[src/hcc_pkg.sv]
// shared constants for the hsv/rgb colour converter
`default_nettype none
package hcc_pkg;
  localparam int FRAC_BITS_DEF = 15;
  localparam int HUE_BITS      = 16;
  localparam int DIV_MIN_Q     = 17;
  localparam logic OP_HSV2RGB  = 1'b0;
  localparam logic OP_RGB2HSV  = 1'b1;
endpackage
`default_nettype wire

[src/hcc_hsv2rgb.sv]
// three stage hsv to rgb datapath
`default_nettype none
module hcc_hsv2rgb #(
  parameter int FRAC_BITS = hcc_pkg::FRAC_BITS_DEF
) (
  input  wire logic        clk,
  input  wire logic        en,
  input  wire logic [15:0] hue,
  input  wire logic [15:0] sat,
  input  wire logic [15:0] val,
  output logic [15:0]      rgb_out [3]
);
  import hcc_pkg::*;
  localparam int CW = FRAC_BITS + 1;
  localparam int XW = (CW > 16) ? CW : 16;
  localparam int PW = 2 * CW;
  localparam logic [XW-1:0] ONE   = XW'(1) << FRAC_BITS;
  localparam logic [XW-1:0] SMALL = XW'(((1 << FRAC_BITS) + 50) / 100);
  localparam logic [18:0] TURN    = 19'd65536;

  logic [18:0]   t6;
  logic [18:0]   centre [3];
  logic [18:0]   gap    [3];
  logic [16:0]   k      [3];
  logic [16+CW-1:0] kw  [3];
  logic [CW-1:0] oc     [3];
  logic [XW-1:0] s_x, v_x, s_c, v_c;

  logic [CW-1:0] oc_r [3];
  logic [CW-1:0] s_r, v1_r, v2_r;
  logic [CW-1:0] q_r  [3];
  logic [PW-1:0] p1   [3];
  logic [PW-1:0] p2   [3];
  logic [CW-1:0] gch  [3];

  always_comb begin
    t6  = 19'(hue) * 19'd6;
    s_x = XW'(sat);
    v_x = XW'(val);
    s_c = (s_x < SMALL) ? SMALL : ((s_x > ONE) ? ONE : s_x);
    v_c = (v_x < SMALL) ? SMALL : ((v_x > ONE) ? ONE : v_x);
    // red uses the upper centre past half a turn
    centre[0] = (hue > 16'd32768) ? 19'(6 * 65536) : 19'd0;
    centre[1] = 19'(2 * 65536);
    centre[2] = 19'(4 * 65536);
    for (int i = 0; i < 3; i++) begin
      gap[i] = (t6 > centre[i]) ? (t6 - centre[i]) : (centre[i] - t6);
      if (gap[i] >= (TURN << 1)) k[i] = 17'd0;
      else if ((TURN << 1) - gap[i] > TURN) k[i] = 17'(TURN);
      else k[i] = 17'((TURN << 1) - gap[i]);
      kw[i] = {k[i], {FRAC_BITS{1'b0}}};
      oc[i] = CW'(ONE) - kw[i][16 +: CW];
    end
  end

  always_ff @(posedge clk) begin
    if (en) begin
      for (int i = 0; i < 3; i++) oc_r[i] <= oc[i];
      s_r  <= CW'(s_c);
      v1_r <= CW'(v_c);
    end
  end

  always_comb begin
    for (int i = 0; i < 3; i++) p1[i] = PW'(oc_r[i]) * PW'(s_r);
  end

  always_ff @(posedge clk) begin
    if (en) begin
      for (int i = 0; i < 3; i++) q_r[i] <= p1[i][FRAC_BITS +: CW];
      v2_r <= v1_r;
    end
  end

  always_comb begin
    for (int i = 0; i < 3; i++) begin
      p2[i]  = PW'(CW'(ONE) - q_r[i]) * PW'(v2_r);
      gch[i] = p2[i][FRAC_BITS +: CW];
    end
  end

  always_ff @(posedge clk) begin
    if (en) begin
      for (int i = 0; i < 3; i++) rgb_out[i] <= 16'(gch[i]);
    end
  end
endmodule
`default_nettype wire

[config.mk]
export PLATFORM = sky130hd
export DESIGN_NAME = hcc_hsv2rgb
export DESIGN_NICKNAME = d
export VERILOG_FILES = /design/src/hcc_pkg.sv /design/src/hcc_hsv2rgb.sv
export SDC_FILE = /design/constraint.sdc
export NUM_CORES = 2
export LEC_CHECK = 0
export ABC_AREA = 1
export BUFFER_PORTS_ARGS = -buffer_cell sky130_fd_sc_hd__buf_2
export CORE_MARGIN = 2
export CORE_UTILIZATION = 40
export CTS_CLUSTER_SIZE = 40
export DETAILED_ROUTE_END_ITERATION = 16
export HOLD_SLACK_MARGIN = 0.08
export PLACE_DENSITY = 0.61
export SYNTH_ARGS = -nofsm -noshare
export SYNTH_HDL_FRONTEND = slang
export SYNTH_SLANG_ARGS = --single-unit
[constraint.sdc]
create_clock -name clk -period 11.7 [get_ports clk]
set_input_delay 2.34 -clock clk [delete_from_list [all_inputs] [get_ports clk]]
set_output_delay 2.34 -clock clk [all_outputs]
set_load 0.01 [all_outputs]
==> flow_metrics.env <==
export IMPL_layout_drive_gt1_share=0.04035
export IMPL_track_usage=0.2066
export IMPL_rows=148
export IMPL_endpoint_kind="flop"
export IMPL_dr_total_vias=49404
export IMPL_cts_root_buf="clkbuf_16"
export IMPL_synth_cells=8054
export IMPL_ys_seq_elements=192
export IMPL_met3WireLength_mm=9.247
export IMPL_nets=9880
export IMPL_clock_path_buffers=2
export IMPL_max_freq_mhz=115.5
export IMPL_highest_layer="met4"
export IMPL_slowest_stage="edfxtp_1"
export IMPL_period_share=0.7400
export IMPL_worst_slack_ns=3.042
export IMPL_ys_seq_area_frac=0.08861
export IMPL_hpwl_mm=131.5
export IMPL_place_ws_ns=3.110
export IMPL_die_area_um2=165900
export IMPL_yosys_warnings=0
export IMPL_die_w_um=407.3
export IMPL_start_util=0.4011
export IMPL_outcome="finished clean"
export IMPL_cts_setup_buffers=0
export IMPL_die_y_um=407.3
export IMPL_setup_viol=0
export IMPL_holdCritPathClass="flop to flop"
export IMPL_cts_resized_gates=0
export IMPL_cts_buffers=17
export IMPL_max_stage_delay_ns=0.63
export IMPL_async_flop_share=0
export IMPL_wl_per_cell_um=16.36
export IMPL_clock_skew_ns=0.01993
export IMPL_ant_nets=0
export IMPL_htree_levels=4
export IMPL_syn_to_final_growth_pct=4.621
export IMPL_crit_fanout=15
export IMPL_clock_sinks=192
export IMPL_finalSetupTns_ns=0
export IMPL_clock_latency_ns=0.55
export IMPL_wl_met1_mm=70.03
export IMPL_cts_tree="yes"
export IMPL_min_period_ns=8.658
export IMPL_cp_start_kind="flop"
export IMPL_placed_cell_area_um2=67440
export IMPL_synth_edf_count=192
export IMPL_drv_cap=0
export IMPL_drv_slew=0
export IMPL_drt_wl_total_mm=165.3
export IMPL_place_congestion=0.9190
export IMPL_slew_headroom=0.2978
export IMPL_syn_num_nets=10016
export IMPL_crit_arrival_ns=8.95
export IMPL_first_pass_iters=6
export IMPL_grt_pass1_vias=53090
export IMPL_synth_cell_type_count=61
export IMPL_antenna_found_initial=0
export IMPL_syn_area_per_cell_um2=8.079
export IMPL_portBuffers=97
export IMPL_io_pins=98
export IMPL_worstSetupPathType="flop to flop"
export IMPL_hold_viol_final=0
export IMPL_rsz0062_at_grt="no"
export IMPL_crit_required_ns=11.99
export IMPL_diodes=0
export IMPL_wl_met2_mm=80.77
export IMPL_clk_pin_slew_worst_paths_ns=0.09
export IMPL_drc=0
export IMPL_grt_first_pass_wirelength_mm=276.1
export IMPL_grt_ovfl_total=0
export IMPL_grt_max_degree=80
export IMPL_synth_flop_cell="edfxtp_1"
export IMPL_avgViaCountPerCell=4.889
export IMPL_tightest_slew_ns=1.046
export IMPL_core_um2=162200
export IMPL_syn_cell_area_um2=65060
export IMPL_final_area_um2=68070
export IMPL_drt_iter0_markers=3188
export IMPL_postCtsHoldBufs=0
==> cell type report <==
type / instances / area, µm²
fill: 16351 / 94140
sequential: 192 / 5766
timing repair buffer: 151 / 900.9
multi-input combinational: 5315 / 49640
tap: 2175 / 2721
inverter: 2241 / 8412
clock inverter: 15 / 202.7
clock buffer: 17 / 425.4
==> cell usage in the layout (no fill, tap or decap), types with 10 or more instances in the layout <==
master and n:
inv_1 2202, nand2_1 1962, fa_1 1349, ha_1 563, nor2_1 475, edfxtp_1 192, a21oi_1 169, nand3_1 169
xor2_1 125, buf_2 96, o21ai_0 92, xnor2_1 82, buf_4 54, nand4_1 49, nand2_2 40, nor3_1 29
o211ai_1 29, clkinv_1 23, inv_2 17, clkbuf_16 17, nand3b_1 16, nor2_2 16, nor2_4 15, or2_2 11
o21ai_1 11, o211ai_2 10
==> cell families after synthesis <==
group	synth area share
compound gates	0.03486
xor+xnor	0.02786
fa+ha+maj	0.5233
buf+inv	0.1484
flops	0.08861
simple gates	0.1769
==> worst paths after layout <==
kind | endpoint | slack, ns | from | cells after the start
max reg2reg | rgb_out[12]$_DFFE_PP_ | 3.04 | q_r[0][32]$_DFFE_PP_ | 31
max | rgb_out[12]$_DFFE_PP_ | 3.04 | q_r[0][32]$_DFFE_PP_ | 31
min reg2reg | v2_r[11]$_DFFE_PP_ | 0.42 | v1_r[11]$_SDFFCE_PP0P_ | 0
min | v2_r[11]$_DFFE_PP_ | 0.42 | v1_r[11]$_SDFFCE_PP0P_ | 0
==> metal layers <==
metal	up-vias	GRT usage
met1	24751	0.2706
li1	23010	-
met3	253	0.02376
met5	-	0
met4	0	0.06622
met2	1390	0.3563
==> synth_stat cells (all sizes together) (33+ instances only) <==
master	number	area share
inv	2219	0.13
nand2	2010	0.12
fa	1349	0.42
ha	563	0.11
nor2	507	0.032
clkbuf	273	0.016
edfxtp	192	0.089
nand3	176	0.014
a21oi	170	0.013
xor2	125	0.017
o21ai	107	0.0085
xnor2	82	0.011
nand4	50	0.0050
o211ai	40	0.0056
buf	33	0.0034
==> critical path: cells and delay by family (launching register included) <==
family	cells	cell delay, ns
flops	1	0.63
compound gates	7	2.10
fa+ha+maj	8	3.30
simple gates	11	1.58
buf+inv	5	0.79
==> flip-flops by register name, indices dropped and copies added, names as in the netlist <==
| name | count |
|---|---|
| oc_r | 48 |
| q_r | 48 |
| rgb_out | 48 |
| s_r | 16 |
| v1_r | 16 |
| v2_r | 16 |
==> through the flow <==
| stage | instances | util | hold slack (ns) |
|---|---|---|---|
| 4_1_cts | 10106 | 0.4196 | 0.4225 |
| 6_report | 10106 | 0.4196 | 0.4215 |
| 3_3_place_gp | 10074 | 0.4158 | 0.4021 |
| 5_1_grt | 10106 | 0.4196 | 0.4310 |
| 3_5_place_dp | 10074 | 0.4158 | 0.4045 |
| 2_1_floorplan | 8054 | - | 0.4003 |
Power is not shown: default switching activity piles up to over one toggle a cycle in this logic, so the estimate is an artifact.
