==> src/hcc_pkg.sv <==
// shared constants for the hsv/rgb colour converter
`default_nettype none
package hcc_pkg;
  localparam int FRAC_BITS_DEF = 15;
  localparam int HUE_BITS      = 16;
  localparam int DIV_MIN_Q     = 17;
  localparam logic OP_HSV2RGB  = 1'b0;
  localparam logic OP_RGB2HSV  = 1'b1;
endpackage
`default_nettype wire

==> src/hcc_rgb_front.sv <==
// two stage rgb to hsv front end: clamp, extremes, hue numerator
`default_nettype none
module hcc_rgb_front #(
  parameter int FRAC_BITS = hcc_pkg::FRAC_BITS_DEF
) (
  input  wire logic                 clk,
  input  wire logic                 en,
  input  wire logic [15:0]          red,
  input  wire logic [15:0]          green,
  input  wire logic [15:0]          blue,
  output logic [FRAC_BITS+3:0]      num_r,
  output logic [FRAC_BITS+3:0]      den_r,
  output logic [FRAC_BITS:0]        m_r,
  output logic [FRAC_BITS:0]        mx2_r,
  output logic                      grey_r,
  output logic                      black_r
);
  import hcc_pkg::*;
  localparam int CW = FRAC_BITS + 1;
  localparam int XW = (CW > 16) ? CW : 16;
  localparam int HW = CW + 3;
  localparam logic [XW-1:0] ONE = XW'(1) << FRAC_BITS;

  logic [XW-1:0] rx, gx, bx;
  logic [CW-1:0] rc, gc, bc, mxc, mnc;
  logic [CW-1:0] r_r, g_r, b_r, mx_r, mn_r;
  logic [CW-1:0] m, ra, ga, ba;
  logic [HW-1:0] num;

  always_comb begin
    rx  = XW'(red);
    gx  = XW'(green);
    bx  = XW'(blue);
    rc  = CW'((rx > ONE) ? ONE : rx);
    gc  = CW'((gx > ONE) ? ONE : gx);
    bc  = CW'((bx > ONE) ? ONE : bx);
    mxc = rc;
    if (gc > mxc) mxc = gc;
    if (bc > mxc) mxc = bc;
    mnc = rc;
    if (gc < mnc) mnc = gc;
    if (bc < mnc) mnc = bc;
  end

  always_ff @(posedge clk) begin
    if (en) begin
      r_r  <= rc;
      g_r  <= gc;
      b_r  <= bc;
      mx_r <= mxc;
      mn_r <= mnc;
    end
  end

  always_comb begin
    m  = mx_r - mn_r;
    ra = r_r - mn_r;
    ga = g_r - mn_r;
    ba = b_r - mn_r;
    if (ra == '0)      num = HW'(ba) + HW'(m) * HW'(3) - HW'(ga);
    else if (ga == '0) num = HW'(ra) + HW'(m) * HW'(5) - HW'(ba);
    else               num = HW'(ga) + HW'(m) - HW'(ra);
  end

  always_ff @(posedge clk) begin
    if (en) begin
      num_r   <= num;
      den_r   <= HW'(m) * HW'(6);
      m_r     <= m;
      mx2_r   <= mx_r;
      grey_r  <= (m == '0);
      black_r <= (mx_r == '0);
    end
  end
endmodule
`default_nettype wire

==> config.mk <==
export PLATFORM = sky130hd
export DESIGN_NAME = hcc_rgb_front
export DESIGN_NICKNAME = d
export VERILOG_FILES = /design/src/hcc_pkg.sv /design/src/hcc_rgb_front.sv
export SDC_FILE = /design/constraint.sdc
export NUM_CORES = 1
export LEC_CHECK = 0
export ABC_AREA = 0
export BUFFER_PORTS_ARGS = -buffer_cell sky130_fd_sc_hd__buf_4
export CAP_MARGIN = 15
export CORE_MARGIN = 4
export CORE_UTILIZATION = 46
export DETAILED_ROUTE_END_ITERATION = 12
export GPL_TIMING_DRIVEN = 1
export PLACE_DENSITY_LB_ADDON = 0.15
export SLEW_MARGIN = 20
export SYNTH_ARGS = -nofsm -noshare
export SYNTH_HDL_FRONTEND = slang
export SYNTH_SLANG_ARGS = --single-unit
==> constraint.sdc <==
create_clock -name clk -period 7.25 [get_ports clk]
set_input_delay 0 -clock clk [delete_from_list [all_inputs] [get_ports clk]]
set_output_delay 0 -clock clk [all_outputs]
set_load 0.01 [all_outputs]
==> results of run 1 <==
==> synth_stat cells, types with 5 or more instances <==
cell type	count
a211o_1	6
a211oi_1	10
a21boi_0	5
a21o_1	41
a21oi_1	80
and2_1	8
and3_1	9
clkbuf_1	9
edfxtp_1	150
fa_1	82
ha_1	204
inv_1	252
mux2_2	5
mux2i_1	91
nand2_1	59
nand2b_1	17
nand3_1	20
nand4_1	17
nor2_1	61
nor2b_1	44
nor3_1	28
nor4_1	17
o211ai_1	11
o21a_1	15
o21ai_0	47
o21bai_1	8
o31ai_1	5
or3_1	11
xnor2_1	66
xor2_1	45
==> worst max-delay path by stage <==
stage | start | end | slack [ns]
3_5_place_dp | mx_r[0]$_DFFE_PP_ | num_r[18]$_DFFE_PP_ | 0.55
5_1_grt | mx_r[0]$_DFFE_PP_ | num_r[18]$_DFFE_PP_ | 0.008
6_report | mx_r[0]$_DFFE_PP_ | num_r[18]$_DFFE_PP_ | 0.48
4_1_cts | mx_r[0]$_DFFE_PP_ | num_r[18]$_DFFE_PP_ | 0.50
2_1_floorplan | mx_r[0]$_DFFE_PP_ | num_r[18]$_DFFE_PP_ | 1.25
3_3_place_gp | mx_r[0]$_DFFE_PP_ | num_r[18]$_DFFE_PP_ | 0.68
==> kinds of logic (layout without fill, tap and decap cells) <==
| group | count (synthesis) | after routing | share of synthesized area (%) |
|---|---|---|---|
| xor gates and xnor gates | 112 | 112 | 6.55 |
| buffers and inverters | 270 | 434 | 6.98 |
| DFF | 150 | 150 | 29.8 |
| muxes | 96 | 96 | 6.40 |
| other | 1 | 1 | 0.0248 |
| AOI/OAI and AO/OA | 271 | 271 | 11.9 |
| adders and majority gates | 286 | 286 | 27.8 |
| and+or+nand+nor | 307 | 307 | 10.5 |
==> per-stage QoR <==
stage | hold slack (ns) | cell area, um^2 | std cells | util (%)
floorplan | 0.112 | 15100 | 1493 | -
global placement | 0.266 | 16600 | 2049 | 51.0
detailed placement | 0.260 | 16600 | 2049 | 51.0
CTS | 0.00113 | 17300 | 2099 | 53.4
global route | 0.00689 | 17300 | 2099 | 53.4
finish | 0.0149 | 17300 | 2099 | 53.4
==> flip-flops by register name, summed over array words and instances, names as in the netlist <==
signal   count
black_r      1
den_r       17
b_r         16
mn_r        16
grey_r       1
mx_r        16
mx2_r       16
num_r       19
r_r         16
g_r         16
m_r         16
==> layer usage <==
metal  track usage (%)  vias to the layer above  share of wire, %
met2              36.3                      255                47
met1              30.3                     5393                47
met3              2.71                       42               4.0
met4              5.44                        0               2.0
met5                 0                        -                 0
li1                  -                     5533                 -
==> layout make-up <==
type / count / area (um^2) / share of cell area [%]
well taps: 442 / 553 / 3.19
flip-flops and latches: 150 / 4500 / 26.0
multi-input cells: 1073 / 9560 / 55.2
inverters: 252 / 946 / 5.46
clock inverters: 13 / 146 / 0.845
clock buffers: 18 / 429 / 2.48
repair buffers: 151 / 1180 / 6.84
==> critical path: cells and delay by family (launching register included) <==
| kind | cells | cell delay [ns] |
|---|---|---|
| buffers and inverters | 5 | 0.54 |
| and+or+nand+nor | 5 | 0.75 |
| AOI/OAI and AO/OA | 9 | 1.76 |
| DFF | 1 | 0.47 |
| xor gates and xnor gates | 1 | 0.49 |
| muxes | 2 | 0.22 |
| adders and majority gates | 6 | 2.28 |
==> cell usage in the layout (no fill, tap or decap), types with 15 or more instances in the layout <==
cell type / count
nor3_1: 28
fa_1: 82
nor2_1: 61
mux2i_1: 91
nand2b_1: 17
buf_4: 131
inv_1: 252
xor2_1: 45
xnor2_1: 66
a21oi_1: 79
nor2b_1: 44
dlygate4sd3_1: 19
a21o_1: 41
nor4_1: 16
edfxtp_1: 150
nand3_1: 20
o21ai_0: 47
o21a_1: 15
clkbuf_16: 17
ha_1: 204
nand2_1: 59
nand4_1: 17
==> what timing repair did <==
item	4_1_cts	5_1_grt
setup endpoints to repair	0	0
hold buffers	19	0
hold endpoints to repair	20	0
==> results.cfg, run 1 <==
[cts]
postCtsSetupBuffers = 0
clkSlewWorstSetupHoldPaths_ns = 0.07
htreeDepth = 4
tritoncts = yes
post_cts_resize_count = 0
clock_latency_ns = 0.44
numCtsBuffers = 17
cts.path.max_buffers = 2
cts_sinks = 150
cts_root_buf = clkbuf_16

[floorplan]
initial_core_util_pct = 46.5
dieArea_um2 = 35800
die_y_um = 189
ios = 122
num_rows = 66
die_w_um = 189
fp.coreArea_um2 = 32500

[detailed_routing]
via_per_inst = 5.35
drt_pre_antenna_iters = 5
num_vias = 11200
drc = 0
wl_per_cell_um = 18.3
drtIter0Drc = 639
drt_wl_total_mm = 38.4
drtAntennaViolNets = 0

[hold_path]
holdPathEnd = g_r[1]$_DFFE_PP_
min_path_cells = 2
hp-start = green[1]
hp-class = in -> reg

[logic_synthesis]
ys.flop_type = edfxtp_1
ys_ff_latch = 150
syn_avg_cell_area_um2 = 10.1
synthTopCellsByArea = edfxtp_1 30%, ha_1 17%, fa_1 11%
synth_cells = 1493
synth_warnings = 0
synth_nets = 1829
ys_seq_area_share_pct = 29.8
ys_async_sr_fraction_pct = 0
syn_area_um2 = 15100
synth_edf_count = 150
synth_cell_types = 71
yosysTopAreaCell = edfxtp_1
yosysTopAreaCellShare_pct = 29.8

[sta]
drv_slew = 0
fin_crit_ns = 6.77
worst_pin_slew_ns = 1.00
fin_ws_ns = 0.477
fmax_mhz = 148
finalCritPeriodShare_pct = 93.4
fin_skew_ns = 0.0131
grt_setup_unrepaired = no
finalSetupViolCount = 0
tns_ns = 0
hold_viol_final = 0
relSlewSlack_pct = 33.2

[layout]
num_antenna_cells = 0
fin_nets = 1981
fill_cells = 2892
area_growth_pct = 14.7
layout-drive-gt1-share_pct = 11.0

[setup_path]
arrival_ns = 6.95
rr_endpoint = num_r[18]$_DFFE_PP_
rr_startpoint = mx_r[0]$_DFFE_PP_
cp_data_required_time_ns = 7.43
crit_slowest_cell = fa_1
crit_fanout = 6
critical_path_class = reg -> reg
ff2ff_path_depth = 28
slowest_delay_ns = 0.54
crit_path_start_kind = flop
ff2ff_setup_slack_ns = 0.48
crit_top_cell = inv_1
endpoint_kind = flop

[grt]
grt_max_degree = 82
grt-ovfl-total = 0
grtUsageTotal_pct = 21.7
grt_pass1_wl_mm = 61.0
antenna_found_initial = 0
first_global_vias = 11500

[outcome]
outcome = complete, no violations

[placement]
hpwl_mm = 31.8
gp_routability_congestion = 0.898
pre_cts_slack_ns = 0.548
port_buffers = 120

[run]
drv_cap = 0
Power of run 1 is not shown: default switching activity piles up to over one toggle a cycle in this logic, so the estimate is an artifact.
==> run 2, diff against run 1 <==
--- a/config.mk
+++ b/config.mk
@@ -13,6 +13,7 @@
 export DETAILED_ROUTE_END_ITERATION = 12
 export GPL_TIMING_DRIVEN = 1
 export PLACE_DENSITY_LB_ADDON = 0.15
+export SETUP_SLACK_MARGIN = 0.3
 export SLEW_MARGIN = 20
 export SYNTH_ARGS = -nofsm -noshare
 export SYNTH_HDL_FRONTEND = slang
==> constraint.sdc (replaced) <==
create_clock -name clk -period 8.65 [get_ports clk]
set_input_delay 0 -clock clk [delete_from_list [all_inputs] [get_ports clk]]
set_output_delay 0 -clock clk [all_outputs]
set_load 0.01 [all_outputs]
==> run 2 against run 1 <==
  * Die area is the same
  * Cell count barely moved
  * Routed wire length decreased by 0.45%
  * Critical path depth did not move
  * Worst setup slack improved by 1.4 ns
  * Maximum frequency is 0.22% higher
  * Sequential cell count unchanged
  * First-iteration DRC count rose by 1.6%
  * Core utilization is 0.062 points higher
  * Via count shrank 0.43%
  * Worst hold slack lost 0.0063 ns
  * Clock skew increased by 0.0013 ns
==> results.cfg, run 2 (synthesis results as in run 1) <==
[outcome]
outcome = complete, no violations

[sta]
fin_crit_ns = 6.76
hold_viol_final = 0
finalSetupViolCount = 0
finalCritPeriodShare_pct = 78.1
tns_ns = 0
relSlewSlack_pct = 24.4
fin_skew_ns = 0.0144
drv_slew = 0
grt_setup_unrepaired = no
fmax_mhz = 148
worst_pin_slew_ns = 1.13

[floorplan]
die_y_um = 189
ios = 122
die_w_um = 189
fp.coreArea_um2 = 32500
num_rows = 66
initial_core_util_pct = 46.5
dieArea_um2 = 35800

[detailed_routing]
via_per_inst = 5.33
drt_wl_total_mm = 38.2
wl_per_cell_um = 18.2
drc = 0
drt_pre_antenna_iters = 7
num_vias = 11200
drtAntennaViolNets = 0
drtIter0Drc = 649

[placement]
port_buffers = 120
hpwl_mm = 31.6
dpl_cell_area_um2 = 16500
gp_routability_congestion = 0.912

[run]
drv_cap = 0

[layout]
stdcell_area_um2 = 17300
area_growth_pct = 14.9
largest_reg_flops = 19
layout-drive-gt1-share_pct = 10.9
num_antenna_cells = 0
layout_commonest_cell = inv_1
largestRegisters = num_r (19), den_r (17)
final_cell_mix = 252 x inv_1, 204 x ha_1, 150 x edfxtp_1
top_register = num_r
fin_nets = 1979

[cts]
numCtsBuffers = 17
tritoncts = yes
cts.path.max_buffers = 2
post_cts_resize_count = 0
cts_sinks = 150
postCtsSetupBuffers = 0
cts_root_buf = clkbuf_16
clkSlewWorstSetupHoldPaths_ns = 0.07
htreeDepth = 4
ctsHoldBuffers = 22
clock_latency_ns = 0.44

[setup_path]
crit_fanout = 6
crit_top_cell = inv_1
crit_slowest_cell = fa_1
slowest_delay_ns = 0.54
endpoint_kind = flop
startpoint = mx_r[0]$_DFFE_PP_
rr_startpoint = mx_r[0]$_DFFE_PP_
critical_path_class = reg -> reg
crit_path_start_kind = flop
arrival_ns = 6.94
cp_data_required_time_ns = 8.83

[grt]
grt_max_degree = 101
antenna_found_initial = 0
first_global_vias = 11500
grt-ovfl-total = 0
grtUsageTotal_pct = 21.7
grt_pass1_wl_mm = 61.1

[hold_path]
hp-start = green[0]
hp-class = in -> reg
## run 2: cell count changes in the layout (fill, tap and decap cells not counted), sizes merged
cell	delta
buf	-5
bufinv	-1
clkbuf	-1
clkinv	-3
clkinvlp	+1
dlygate4sd3	+3
inv	+5
## run 2: per-layer routing
metal	share of wire, %	GRT usage (%)	vias to the layer above	wire, um
li1	-	-	5525	-
met2	46	36.0	263	17800
met3	4.0	2.78	35	1520
met1	48	30.3	5352	18200
met5	0	0	-	0
met4	1.8	5.58	0	704
## run 2: layout make-up
class | count | area [um^2]
inverter | 252 | 946
multi-input combinational | 1073 | 9560
clock buffer | 17 | 425
fill | 2910 | 15100
tap | 442 | 553
timing repair buffer | 149 | 1180
sequential | 150 | 4500
clock inverter | 15 | 178
## run 2: through the flow
stage                     hold WS [ns]  utilization [%]  worst slack [ns]  instances
after floorplan                  0.112                -              2.65       1493
after global placement           0.261             50.9              2.10       2044
after detailed placement         0.252             50.9              1.93       2044
after CTS                      0.00162             53.4              1.92       2098
after global routing           0.00376             53.4              1.41       2098
final                          0.00859             53.4              1.89       2098
## run 2: final timing paths
path / to / slack [ns] / cells past startpoint
worst max-delay path: num_r[18]$_DFFE_PP_ / 1.89 / 28
worst min register to register: mx2_r[13]$_DFFE_PP_ / 0.53 / 0
worst max register to register: num_r[18]$_DFFE_PP_ / 1.89 / 28
worst min-delay path: g_r[0]$_DFFE_PP_ / 0.009 / 2
## run 2: worst max-delay path: cells and delay by family (launching register included)
kind	cells	cell delay, ns
buffers and inverters	5	0.51
AND/OR/NAND/NOR	5	0.78
multiplexers	2	0.23
XOR/XNOR	1	0.46
AO/OA/AOI/OAI	9	1.77
flip-flops	1	0.46
adder cells (fa/ha/maj)	6	2.29
Power of run 2 is left out for the same reason.
==> run 3, diff against run 2 <==
==> constraint.sdc (replaced) <==
create_clock -name clk -period 5.8 [get_ports clk]
set_input_delay 0 -clock clk [delete_from_list [all_inputs] [get_ports clk]]
set_output_delay 0 -clock clk [all_outputs]
set_load 0.01 [all_outputs]
==> run 3 against run 2 <==
  * The flow now finishes with violations (negative setup slack)
  * Via count rose by 4.4%
  * First-iteration DRC count rose by 8.6%
  * Die area did not move
  * Worst setup slack got worse by 1.9 ns
  * Final area rose by 5.1%
  * Worst hold slack improved by 0.019 ns
  * Clock skew barely moved
  * Maximum frequency rose by 16%
  * Core utilization rose by 2.7 points
  * Register-to-register slack got worse by 1.9 ns
  * Non-clock buffer count rose by 78
  * Count of clock-buffer cells in the layout rose by 1
  * Critical path type unchanged
  * Largest cell class unchanged
  * Highest routed layer unchanged
==> results.cfg, run 3 (synthesis results as in run 1) <==
[outcome]
outcome = complete, but fails checks
violations = negative setup slack

[sta]
fin_crit_ns = 5.84
fmax_mhz = 171
finalSetupViolCount = 3
worst_pin_slew_ns = 0.939
fin_skew_ns = 0.0148
hold_viol_final = 0
drv_slew = 0
relSlewSlack_pct = 37.4
finalCritPeriodShare_pct = 101
grt_setup_unrepaired = yes
fin_ws_ns = -0.0395

[cts]
clkSlewWorstSetupHoldPaths_ns = 0.07
clock_latency_ns = 0.43
cts.path.max_buffers = 2
tritoncts = yes
htreeDepth = 4
numCtsBuffers = 17
cts_sinks = 150
cts_root_buf = clkbuf_16

[setup_path]
ff2ff_path_depth = 26
arrival_ns = 6.01
critical_path_class = reg -> reg
crit_end = num_r[18]$_DFFE_PP_
cp_data_required_time_ns = 5.97
rr_endpoint = num_r[18]$_DFFE_PP_
crit_path_start_kind = flop
ff2ff_setup_slack_ns = -0.04
crit_fanout = 5
endpoint_kind = flop
rr_startpoint = b_r[0]$_DFFE_PP_
startpoint = b_r[0]$_DFFE_PP_

[grt]
grt_max_degree = 77
first_global_vias = 12000
grt-ovfl-total = 0
grt_pass1_wl_mm = 63.6
antenna_found_initial = 0
grtUsageTotal_pct = 22.6

[layout]
final_cell_mix = 241 x inv_1, 205 x buf_4, 192 x ha_1
stdcell_area_um2 = 18200
layout_commonest_cell = inv_1
num_antenna_cells = 0
largest_reg_flops = 19
top_register = num_r
fin_nets = 2057
area_growth_pct = 20.7
fill_cells = 2866
largestRegisters = num_r (19), den_r (17)
layout-drive-gt1-share_pct = 18.6

[floorplan]
die_w_um = 189
num_rows = 66
ios = 122
die_y_um = 189
initial_core_util_pct = 46.5
dieArea_um2 = 35800
fp.coreArea_um2 = 32500

[placement]
dpl_cell_area_um2 = 17100
port_buffers = 120
hpwl_mm = 33.1
gp_routability_congestion = 0.918
pre_cts_slack_ns = -0.0230

[detailed_routing]
drc = 0
via_per_inst = 5.37
num_vias = 11700
drtAntennaViolNets = 0
drt_wl_total_mm = 40.4
drt_pre_antenna_iters = 5
drtIter0Drc = 705
wl_per_cell_um = 18.6

[hold_path]
min_path_cells = 3
hp-start = blue[10]
hp-class = in -> reg

[run]
drv_cap = 0
[run 3: worst min path at each step]
| stage | to | slack [ns] |
|---|---|---|
| floorplan | b_r[0]$_DFFE_PP_ | 0.11 |
| global placement | b_r[15]$_DFFE_PP_ | 0.26 |
| detailed placement | b_r[15]$_DFFE_PP_ | 0.25 |
| CTS | mx_r[10]$_DFFE_PP_ | 0.007 |
| global route | r_r[8]$_DFFE_PP_ | 0.02 |
| finish | mn_r[10]$_DFFE_PP_ | 0.03 |
[run 3: cell type report]
cell class	count	area [um^2]	area share (%)
clock inverter	12	130	0.714
sequential	150	4500	24.7
tap	442	553	3.03
timing repair buffer	227	1760	9.67
multi-input combinational	1073	9900	54.3
inverter	252	952	5.22
clock buffer	18	429	2.35
[run 3: worst max-delay path, cell delays in order (launching register included)]
cell      delay, ns
edfxtp_1       0.40
inv_2          0.08
ha_4           0.13
inv_2          0.03
fa_2           0.33
a21o_1         0.17
a21oi_2        0.16
o21bai_1       0.11
a21oi_2        0.16
o21bai_1       0.13
a211oi_2       0.32
o21ai_1        0.14
a31o_2         0.25
a21oi_1        0.18
xnor2_1        0.11
ha_1           0.29
inv_1          0.06
fa_1           0.50
fa_1           0.54
inv_1          0.05
ha_2           0.32
or3_1          0.32
o211ai_1       0.17
a21oi_1        0.12
o311a_1        0.30
mux2i_1        0.13
mux2i_1        0.08
[run 3: metal layers]
metal / share of wire (%) / vias to the layer above / global-route usage [%] / wire length (um)
li1: - / 5683 / - / -
met3: 3.7 / 55 / 2.45 / 1500
met2: 48 / 289 / 38.2 / 19300
met4: 2.4 / 0 / 5.91 / 981
met5: 0 / - / 0 / 0
met1: 46 / 5641 / 31.1 / 18700
[run 3: repair_timing]
item	CTS	global route
cloned	0	0
resized for setup	25	26
setup endpoints to repair	5	24
setup buffers	13	16
hold endpoints to repair	26	0
hold buffers	20	0
pin swaps	16	23
[run 3: per-stage QoR]
step                      hold WS (ns)  util [%]  setup TNS [ns]  std cells
after global placement           0.263      52.6               0       2095
after CTS                      0.00659      55.5        -0.00473       2158
after detailed placement         0.253      52.6         -0.0417       2095
after global routing            0.0207      56.2           -1.30       2174
after floorplan                  0.112         -               0       1493
final                           0.0280      56.2         -0.0911       2174
Power of run 3 is left out for the same reason.
