## config.mk

```make
export PLATFORM = sky130hd
export DESIGN_NAME = hcc_div
export DESIGN_NICKNAME = d
export VERILOG_FILES = /design/src/hcc_div.sv
export SDC_FILE = /design/constraint.sdc
export NUM_CORES = 1
export LEC_CHECK = 0
export BUFFER_PORTS_ARGS = -buffer_cell sky130_fd_sc_hd__buf_2
export CORE_MARGIN = 3
export CORE_UTILIZATION = 40
export DETAILED_ROUTE_END_ITERATION = 10
export HOLD_SLACK_MARGIN = 0.06
export PLACE_DENSITY_LB_ADDON = 0.1
export SLEW_MARGIN = 10
export SYNTH_ARGS = -nofsm -noshare
export SYNTH_HDL_FRONTEND = slang
export SYNTH_SLANG_ARGS = --single-unit
```

## constraint.sdc

```tcl
create_clock -name clk -period 3.03 [get_ports clk]
set_clock_uncertainty 0.1 [all_clocks]
set_input_delay 0.606 -clock clk [delete_from_list [all_inputs] [get_ports clk]]
set_output_delay 0.606 -clock clk [all_outputs]
set_load 0.01 [all_outputs]
```

## src/hcc_div.sv

```systemverilog
// pipelined restoring divider, one quotient bit per stage
`default_nettype none
module hcc_div #(
  parameter int NW = 32,
  parameter int DW = 16,
  parameter int QW = 17
) (
  input  wire logic          clk,
  input  wire logic          en,
  input  wire logic [NW-1:0] dividend,
  input  wire logic [DW-1:0] divisor,
  output logic [QW-1:0]      quotient
);
  // dividend >> QW must be below the divisor, so the quotient fits QW bits
  logic [NW+QW-1:0] padded;
  logic [DW-1:0]    rem0;
  logic [DW-1:0]    rem_r [QW];
  logic [QW-1:0]    low_r [QW];
  logic [DW-1:0]    d_r   [QW];

  assign padded = {{QW{1'b0}}, dividend};
  assign rem0   = DW'(padded[NW+QW-1:QW]);

  for (genvar k = 0; k < QW; k++) begin : g_st
    logic [DW-1:0] rin, din, nrem;
    logic [QW-1:0] lin;
    logic [DW:0]   trial;
    logic          ge;
    if (k == 0) begin : g_first
      assign rin = rem0;
      assign lin = padded[QW-1:0];
      assign din = divisor;
    end else begin : g_next
      assign rin = rem_r[k-1];
      assign lin = low_r[k-1];
      assign din = d_r[k-1];
    end
    assign trial = {rin, lin[QW-1]};
    assign ge    = (trial >= {1'b0, din});
    assign nrem  = ge ? DW'(trial - {1'b0, din}) : DW'(trial);
    always_ff @(posedge clk) begin
      if (en) begin
        rem_r[k] <= nrem;
        low_r[k] <= {lin[QW-2:0], ge};
        d_r[k]   <= din;
      end
    end
  end

  assign quotient = low_r[QW-1];
endmodule
`default_nettype wire

```

==> summary.txt, run 1 <==
Status
  – Status: complete, but fails checks
  – Failing checks: setup timing

Clock network
  – H-tree Lvls: 3
  – CTS tree: yes
  – Clock transition at path regs: 60 ps
  – Clock Path Buffers: 3
  – Clk_lat worst skew: 660 ps
  – CTS Buf Count: 91
  – Clock sink count: 801
  – Root buffer cell: clkbuf_16

Layout
  – Utilization after layout: 49.8%
  – Finished Layout Cells: 4963
  – Final nets: 3940
  – Fin area: 0.0491 mm²
  – Share of layout cells above drive strength 1: 24.1%
  – Fillers: 8476
  – Area grow syn2layout: 23.4%
  – Ant diodes: 0

Floorplanning
  – Std cell rows: 115
  – Boundary Pins: 67
  – Chip Height: 322 µm
  – CORE AREA: 0.0986 mm²
  – Die area: 0.103 mm²
  – Initial Util: 40.4%
  – Die X: 322 µm

STA
  – Smallest setup slack after layout: -121 ps
  – Final-report max-slew violation count: 0
  – Min Tclk post-route: 3150 ps
  – Setup TNS: -2610 ps
  – Final setup viols: 44
  – RSZ-0062 raised after global routing: yes
  – Period utilisation layout: 104%
  – Fmax: 317 MHz
  – Slew headroom: 60.0%
  – Hold Vio Cnt, Final: 0
  – Worst-Margin Slew: 592 ps

Worst setup path
  – Slowest cell delay on critical path: 390 ps
  – CP required: 3330 ps
  – Critical path type: flop to flop
  – Setup crit end kind: flop
  – WP data arrival: 3450 ps
  – Crit path max-delay family: compound AO/OA/AOI/OAI gates
  – Crit path cell chain: inv_2 -> ha_4 -> nor2b_4 -> o31a_1 -> o31ai_4 -> a211oi_2 -> o21ai_1 -> or3b_1 -> a211o_1 -> buf_12 -> mux2_4
  – Crit path max-delay cell type: edfxtp_1
  – Startpoint Class: flop
  – CP bufs+invs: 2
  – CP Max Fanout: 15

Yosys
  – Avg Synthesized Cell Area: 12.9 µm²
  – Top cell type by total area after synthesis: edfxtp_1
  – Most instantiated cells after synthesis: 801 x edfxtp_1, 339 x inv_1, 272 x ha_1, 183 x nor2_1, 175 x o21ai_0
  – Mapped Cells: 3080
  – Synth warn: 0
  – Cell variety after synth: 78
  – Seq/Total Area, Yosys: 60.4%
  – Most numerous cell in the Yosys netlist: edfxtp_1
  – Area contributors post-synth: edfxtp_1 60%, ha_1 8.5%, mux2_2 3.7%
  – Top cell type's share of synthesized area: 60.4%
  – EDFF count, synth: 801
  – Async set or reset register ratio after synthesis: 0%
  – Syn Nets: 3418
  – Synthesized area: 0.0398 mm²
  – #FFs+latches synth: 801
  – Top FF cell, synth: edfxtp_1

Global routing
  – Largest net degree at the start of global routing: 84
  – Vias in the first global route: 25385
  – Gr usage total: 16.7%
  – Grt ovf: 0
  – First-pass GRT wire length: 137000 µm
  – Initial antenna violation count: 0

Power and ir drop
  – Worst IR drop on VDD: 0.000437 V
  – P_int: 33000 µW
  – Switching share of total power: 33.4%
  – Part of the power in combinational logic: 43.6%
  – Static leakage: 0.0198 µW
  – Power Density: 1010 mW/mm²
  – Reg power frac: 34.5%
  – P_sw: 16600 µW
  – Clock share of power: 21.9%
  – Power after layout: 49600 µW

Drt
  – WL final: 87600 µm
  – DRT iter0 DRCs: 1444
  – Met1 WL: 39600 µm
  – DR WL/cell: 17.6 µm
  – Antenna Nets Post-Route: 0
  – 1st-pass router iterations: 5
  – Mean number of vias per cell: 5.12
  – Highest routed layer: met4
  – DRC errors left: 0
  – WL met3: 3180 µm
  – DR vias: 25433
  – Met2 wire length: 42100 µm

Placed design
  – DP Area: 0.0443 mm²
  – Post-DP HPWL: 63100 µm
  – IO buf count: 66
  – Placed cells: 4708
  – GP Congestion: 0.855

Min path
  – Worst hold path class: input pin to flop

Flow run
  – Max-cap violations: 0
[metrics by stage]
stage	worst slack (ps)	hold WS, ps
floorplan	-67.0	300
global placement	-194	301
detailed placement	-235	305
CTS	-152	94.0
global route	-199	114
finish	-121	139
[metal layers]
| metal | track usage, % | up-vias |
|---|---|---|
| met5 | 0 | - |
| met4 | 5.54 | 0 |
| met3 | 2.46 | 153 |
| met2 | 27.8 | 478 |
| met1 | 22.5 | 12308 |
| li1 | - | 12494 |
[state kept, by name, indices dropped and copies added (netlist names)]
signal	cells
low_r	289
rem_r	256
d_r	256
[repair_timing]
item	4_1_cts	5_1_grt
hold endpoints to repair	28	0
resized for setup	73	171
pin swaps	45	66
endpoints found under the setup margin	156	201
hold buffers	28	0
setup buffers	32	28
cloned	3	2
[cells in the final DEF (no fill, tap or decap), drive strengths merged, types with 11 or more instances in the layout]
master / count
o41ai: 11
nor3: 57
a21boi: 13
o21a: 51
inv: 344
xor2: 61
nor2b: 44
nor2: 183
fa: 16
clkinv: 35
edfxtp: 801
ha: 272
a21oi: 166
o211ai: 12
a21o: 69
nand4: 33
or3: 23
mux2i: 22
nand2: 145
o31a: 25
clkbuf: 109
o21ai: 184
o31ai: 22
nand2b: 40
mux2: 137
dlygate4sd3: 28
a31oi: 24
a211oi: 20
buf: 433
xnor2: 105
nand3: 29
and3: 12
clkinvlp: 13
or2: 13
[logic make-up after synthesis]
family                   count (synthesis)  share of synthesized area, %
flip-flops                             801                          60.4
multiplexers                           159                          4.49
AND/OR/NAND/NOR                        622                          7.64
AO/OA/AOI/OAI                          669                          10.8
adder cells (fa/ha/maj)                288                          9.35
XOR/XNOR                               166                          3.65
buffers and inverters                  375                          3.65
[power groups by stage]
stage | registers (µW) | logic (µW) | clock network, µW
after CTS | 17100 | 20300 | 11200
after global placement | 17300 | 18900 | 0
final | 17100 | 21600 | 10900
after detailed placement | 17300 | 19300 | 0
after global routing | 17400 | 23900 | 11700
after floorplan | 16600 | 13300 | 0
[area by class of cell]
cell class	count	area [µm²]	share of cell area, %
Sequential cell	801	24100	49.0
Inverter	339	1270	2.60
Timing Repair Buffer	465	3900	7.94
Multi-Input combinational cell	1904	15300	31.2
Clock buffer	105	2350	4.79
Tap cell	1287	1610	3.28
Clock inverter	62	586	1.19
[path summary, 6_finish.rpt]
path                       from             to  slack, ps  cells after the start
setup / recovery    d_r[0][193]  rem_r[0][218]       -120                     11
hold / removal       divisor[2]      d_r[0][2]        140                      2
setup reg to reg    d_r[0][193]  rem_r[0][218]       -120                     11
hold reg to reg   low_r[0][248]  low_r[0][266]        300                      0
No activity file was read; power rests on OpenSTA's default activity.
==> run 2: changes to the inputs <==
==> constraint.sdc (replaced) <==
create_clock -name clk -period 3.9 [get_ports clk]
set_clock_uncertainty 0.1 [all_clocks]
set_input_delay 0.78 -clock clk [delete_from_list [all_inputs] [get_ports clk]]
set_output_delay 0.78 -clock clk [all_outputs]
set_load 0.01 [all_outputs]
==> run 2 against run 1 <==
The flow now finishes without violations. Critical endpoint is now rem_r[0][206]. Worst hold slack improved by 73 ps. Sequential power decreased by 22%. Largest power group unchanged. Register-to-register slack better by 480 ps. Die area is the same. Highest routed layer unchanged.
==> summary.txt, run 2 (synthesis results as in run 1) <==
Status
  – Status: finished, final reports clean

Worst setup path
  – Setup crit end kind: flop
  – CP bufs+invs: 2 (unchanged)
  – Crit path max-delay cell type: o41ai_1
  – WP data arrival: 3830 ps (+380 ps)
  – FF-to-FF path depth: 12 (+1)
  – Critical path type: flop to flop
  – Slowest cell delay on critical path: 630 ps (+240 ps)
  – Worst reg-to-reg setup slack: 360 ps (+480 ps)
  – Crit path cell chain: inv_1 -> ha_1 -> fa_1 -> nor2b_1 -> o31a_1 -> o21ai_0 -> a31oi_1 -> o41ai_1 -> buf_4 -> o21ai_0 -> xor2_1 -> mux2_2
  – Worst path depth: 12 (+1)
  – CP Max Fanout: 3 (-12)
  – Crit path max-delay family: compound AO/OA/AOI/OAI gates
  – Startpoint Class: flop
  – Most used cell, CP: o21ai_0
  – CP required: 4190 ps (+860 ps)

Placed design
  – Post-DP HPWL: 60400 µm (-4.3%)
  – GP Congestion: 0.854 (-0.13%)
  – Placed cells: 4448 (-5.5%)
  – IO buf count: 66 (unchanged)
  – Place WS: 187 ps (+421 ps)

STA
  – Smallest setup slack after layout: 358 ps (+479 ps)
  – Setup TNS: 0 ps (+2610 ps)
  – Period utilisation layout: 90.8% (-13 points)
  – Hold Vio Cnt, Final: 0 (unchanged)
  – Final setup viols: 0 (-100%)
  – Hold_ws: 213 ps (+73.5 ps)
  – Final-report max-slew violation count: 0 (unchanged)
  – Worst-Margin Slew: 928 ps (+336 ps)
  – Min Tclk post-route: 3540 ps (+391 ps)
  – Fmax: 282 MHz (-11%)
  – Slew headroom: 38.1% (-22 points)
  – RSZ-0062 raised after global routing: no

Global routing
  – Grt ovf: 0 (unchanged)
  – Initial antenna violation count: 1 (+1)
  – Vias in the first global route: 24021 (-5.4%)
  – First-pass GRT wire length: 132000 µm (-4.0%)
  – Gr usage total: 16.0% (-0.67 points)
  – Largest net degree at the start of global routing: 91 (+8.3%)

Layout
  – Reg area: 0.0241 mm² (unchanged)
  – Final nets: 3591 (-8.9%)
  – Multi-input gate area: 0.0143 mm² (-6.5%)
  – Most common cell after layout, fill and taps aside: edfxtp_1
  – Commonest non-fill, non-tap cells in the layout: 801 x edfxtp_1, 339 x inv_1, 272 x ha_1
  – Biggest regs: low_r x289, d_r x256, rem_r x256
  – Reg with most FFs: low_r
  – Area grow syn2layout: 13.0%
  – Fillers: 8758 (+3.3%)
  – Finished Layout Cells: 4609 (-7.1%)
  – Number of flip-flops in the largest register: 289 (unchanged)
  – Share of layout cells above drive strength 1: 12.4% (-12 points)
  – Ant diodes: 0 (unchanged)

Floorplanning
  – Chip Height: 322 µm (unchanged)
  – Boundary Pins: 67 (unchanged)
  – Initial Util: 40.4% (unchanged)
  – Die X: 322 µm (unchanged)
  – Std cell rows: 115 (unchanged)
  – Die area: 0.103 mm² (unchanged)
  – CORE AREA: 0.0986 mm² (unchanged)

Drt
  – DR WL/cell: 18.0 µm (+1.9%)
  – Mean number of vias per cell: 5.19 (+1.2%)
  – DRC errors left: 0 (unchanged)
  – DR vias: 23899 (-6.0%)
  – WL final: 82800 µm (-5.4%)
  – 1st-pass router iterations: 5 (unchanged)
  – DRT iter0 DRCs: 1686 (+17%)
  – Antenna Nets Post-Route: 0 (unchanged)

Power and ir drop
  – Power Density: 779 mW/mm² (-23%)
  – Power after layout: 35000 µW (-29%)
  – Static leakage: 0.0178 µW (-10%)
  – Worst IR drop on VDD: 0.000473 V (+8.2%)

Clock network
  – Cts hold-fix bufs: 0 (-100%)
  – Root buffer cell: clkbuf_16
  – Clk_lat worst skew: 640 ps (-20 ps)
  – CTS tree: yes
  – H-tree Lvls: 3 (unchanged)
  – Clock Path Buffers: 3 (unchanged)
  – Clock transition at path regs: 60 ps (about the same)
  – CTS Buf Count: 90 (-1.1%)
  – Post-cts gate resize count: 0 (-100%)
  – Postcts setup bufs: 0 (-100%)
  – Clock sink count: 801 (unchanged)

Min path
  – Worst Hold Depth: 1 (-1)
  – Worst hold path class: input pin to flop

Flow run
  – Max-cap violations: 0 (unchanged)
## run 2: cell types whose count changed in the layout (fill, tap and decap cells not counted), sizes merged
cell and delta:
clkbuf +6, dlygate4sd3 -28, inv -2, clkinv -4, buf -316, clkinvlp -10
## run 2: routing by layer
layer | global-route usage [%] | vias to the layer above | share of wire [%]
li1 | - | 11777 | -
met1 | 21.8 | 11554 | 47
met2 | 26.4 | 420 | 47
met3 | 2.70 | 148 | 3.5
met4 | 4.68 | 0 | 2.8
met5 | 0 | - | 0
## run 2: power by group
group / total, µW / switching (µW) / leakage [µW] / internal [µW]
logic: 13500 / 7240 / 0.00858 / 6240
registers: 13300 / 1050 / 0.00782 / 12200
clock network: 8310 / 3370 / 0.00140 / 4940
total: 35000 / 11700 / 0.0178 / 23400
## run 2: path summary, 6_finish.rpt
kind / start / end
worst max-delay path: low_r[0][203] / rem_r[0][206]
worst min-delay path: dividend[13] / low_r[0][14]
worst max register to register: low_r[0][203] / rem_r[0][206]
worst min register to register: low_r[0][32] / low_r[0][50]
## run 2: area by class of cell
cell class,instances,share of cell area [%]
Sequential cell,801,53.5
Timing Repair Buffer,117,1.89
Tap cell,1287,3.58
Clock buffer,115,5.36
Clock inverter,46,1.02
Multi-Input combinational cell,1904,31.9
Inverter,339,2.83
## run 2: through the flow
stage	util (%)	area (µm²)
floorplan	-	39800
global placement	42.7	42100
detailed placement	42.7	42100
CTS	45.7	45000
global route	45.7	45000
finish	45.7	45000
==> run 3: changes to the inputs <==
--- a/config.mk
+++ b/config.mk
@@ -7,7 +7,7 @@
 export LEC_CHECK = 0
 export BUFFER_PORTS_ARGS = -buffer_cell sky130_fd_sc_hd__buf_2
 export CORE_MARGIN = 3
-export CORE_UTILIZATION = 40
+export CORE_UTILIZATION = 45
 export DETAILED_ROUTE_END_ITERATION = 10
 export HOLD_SLACK_MARGIN = 0.06
 export PLACE_DENSITY_LB_ADDON = 0.1
==> run 3 against run 2 <==
Sequential power hardly changed. Clock power is 2% lower. Cell area is 0.40% lower. Critical path depth is 2 lower. Via count is 0.37% lower. Setup slack worse by 35 ps. Sequential cell count stayed put. Clock-buffer cell count is 6 lower. Total power is 0.70% lower. Register-to-register slack worse by 40 ps. Maximum frequency is 0.99% lower. Critical path type unchanged. Largest cell class unchanged.
==> summary.txt, run 3 (synthesis results as in run 1) <==
Status
  – Status: finished, final reports clean

STA
  – Final-report max-slew violation count: 0 (unchanged)
  – Period utilisation layout: 91.7% (+0.90 points)
  – Smallest setup slack after layout: 323 ps (-35.2 ps)
  – Hold_ws: 213 ps (+0.172 ps)
  – Min Tclk post-route: 3580 ps (+35.2 ps)
  – Final setup viols: 0 (unchanged)
  – Hold Vio Cnt, Final: 0 (unchanged)
  – RSZ-0062 raised after global routing: no
  – Worst-Margin Slew: 1090 ps (+162 ps)
  – Fmax: 280 MHz (-0.99%)
  – Slew headroom: 27.1% (-11 points)
  – Setup TNS: 0 ps (unchanged)

Placed design
  – Post-DP HPWL: 58900 µm (-2.5%)
  – IO buf count: 66 (unchanged)
  – Place WS: 134 ps (-52.8 ps)
  – GP Congestion: 0.871 (+1.9%)

Global routing
  – Largest net degree at the start of global routing: 85 (-6.6%)
  – Initial antenna violation count: 0 (-1)
  – Gr usage total: 17.4% (+1.4 points)
  – Vias in the first global route: 23769 (-1.0%)
  – First-pass GRT wire length: 127000 µm (-3.6%)
  – Grt ovf: 0 (unchanged)

Layout
  – Utilization after layout: 51.3% (+5.7 points)
  – Share of layout cells above drive strength 1: 12.2% (-0.16 points)
  – Multi-input gate area: 0.0143 mm² (unchanged)
  – Commonest non-fill, non-tap cells in the layout: 801 x edfxtp_1, 339 x inv_1, 272 x ha_1
  – Most common cell after layout, fill and taps aside: edfxtp_1
  – Final nets: 3583 (-0.22%)
  – Reg with most FFs: low_r
  – Number of flip-flops in the largest register: 289 (unchanged)
  – Area grow syn2layout: 12.6%
  – Fillers: 7443 (-15%)
  – Reg area: 0.0241 mm² (unchanged)
  – Biggest regs: low_r x289, d_r x256, rem_r x256

Clock network
  – Clock transition at path regs: 70 ps (about the same)
  – H-tree Lvls: 3 (unchanged)
  – Root buffer cell: clkbuf_16
  – CTS tree: yes
  – CTS Buf Count: 89 (-1.1%)
  – Clock Path Buffers: 3 (unchanged)
  – Clk_lat worst skew: 640 ps (about the same)
  – Post-cts gate resize count: 0 (unchanged)
  – Postcts setup bufs: 0 (unchanged)
  – Cts hold-fix bufs: 0 (unchanged)
  – Clock sink count: 801 (unchanged)

Power and ir drop
  – Static leakage: 0.0178 µW (-0.18%)
  – Power Density: 776 mW/mm² (-0.31%)
  – Clock share of power: 23.4% (-0.3 points)
  – P_int: 23200 µW (-0.99%)
  – Reg power frac: 38.1% (+0.3 points)
  – Switching share of total power: 33.4% (+0.19 points)
  – Worst IR drop on VDD: 0.000377 V (-20%)
  – Part of the power in combinational logic: 38.6% (about the same)
  – P_sw: 11600 µW (-0.13%)

Min path
  – Worst Hold Depth: 1 (unchanged)
  – Hold Startpoint: dividend[2]
  – Worst hold path class: input pin to flop
  – Hold path endpoint: low_r[0][3]

Drt
  – Met2 wire length: 38000 µm (-2.2%)
  – 1st-pass router iterations: 5 (unchanged)
  – DR vias: 23810 (-0.37%)
  – Met1 WL: 37100 µm (-4.2%)
  – WL final: 80400 µm (-3.0%)
  – DR WL/cell: 18.0 µm (about the same)
  – Highest routed layer: met4
  – Mean number of vias per cell: 5.32 (+2.7%)
  – Antenna Nets Post-Route: 0 (unchanged)
  – WL met3: 2890 µm (-0.24%)
  – DRC errors left: 0 (unchanged)
  – DRT iter0 DRCs: 1595 (-5.4%)

Worst setup path
  – Slowest cell delay on critical path: 640 ps (about the same)
  – CP bufs+invs: 1 (-1)
  – Setup crit end kind: flop
  – Crit path max-delay family: compound AO/OA/AOI/OAI gates
  – RR Endpoint: rem_r[0][220]
  – FF-to-FF path depth: 10 (-2)
  – Startpoint Class: flop
  – Launch point of the worst reg-to-reg path: d_r[0][200]
  – Worst Setup SP: d_r[0][200]
  – WP data arrival: 3860 ps (+30 ps)
  – Worst reg-to-reg setup slack: 320 ps (-40 ps)
  – Crit path max-delay cell type: a211o_1
  – Crit path cell chain: inv_1 -> ha_1 -> a21oi_1 -> o21ai_0 -> nor3_1 -> a211oi_1 -> o21ai_1 -> or3b_1 -> a211o_1 -> mux2_4
  – CP Max Fanout: 16 (+13)
  – Critical path type: flop to flop
  – CP required: 4180 ps (about the same)

Floorplanning
  – Die X: 303 µm (-5.6%)
  – Initial Util: 45.6% (+5.2 points)
  – Chip Height: 303 µm (-5.6%)
  – CORE AREA: 0.0873 mm² (-11%)
  – Std cell rows: 108 (-6.1%)
  – Boundary Pins: 67 (unchanged)
  – Die area: 0.0921 mm² (-11%)

Flow run
  – Max-cap violations: 0 (unchanged)
==> run 3: power groups by stage <==
stage	logic (µW)	clock network, µW	registers, µW
2_1_floorplan	10300	0	12900
3_3_place_gp	12900	0	13400
3_5_place_dp	13300	0	13400
4_1_cts	13400	8430	13300
5_1_grt	15000	8770	13400
6_report	13400	8140	13200
==> run 3: cell type report <==
cell class | count | share of cell area (%)
inverters | 339 | 2.84
flip-flops and latches | 801 | 53.7
clock buffers | 109 | 5.18
well taps | 1155 | 3.22
multi-input cells | 1904 | 32.0
diodes | 1 | 0.00558
clock inverters | 54 | 1.16
repair buffers | 110 | 1.92
==> run 3: through the flow <==
step                      total power (µW)  std cells  instance area [µm²]
after global placement               26400       4309                42000
after global routing                 37200       4472                44800
after floorplan                      23200       3080                39800
after CTS                            35100       4472                44800
final                                34800       4473                44800
after detailed placement             26700       4309                42000
==> run 3: how the worst max path moves through the flow <==
| stage | end | cells past startpoint | slack, ps |
|---|---|---|---|
| finish | rem_r[0][220] | 10 | 320 |
| detailed placement | rem_r[0][6] | 13 | 130 |
| floorplan | rem_r[0][10] | 11 | 440 |
| CTS | rem_r[0][80] | 11 | 300 |
| global route | rem_r[0][216] | 10 | 70 |
| global placement | rem_r[0][2] | 13 | 200 |
==> run 3: metal layers <==
layer / up-vias / track usage (%)
li1: 11784 / -
met1: 11440 / 23.6
met2: 442 / 28.7
met3: 144 / 2.63
met4: 0 / 5.80
met5: - / 0
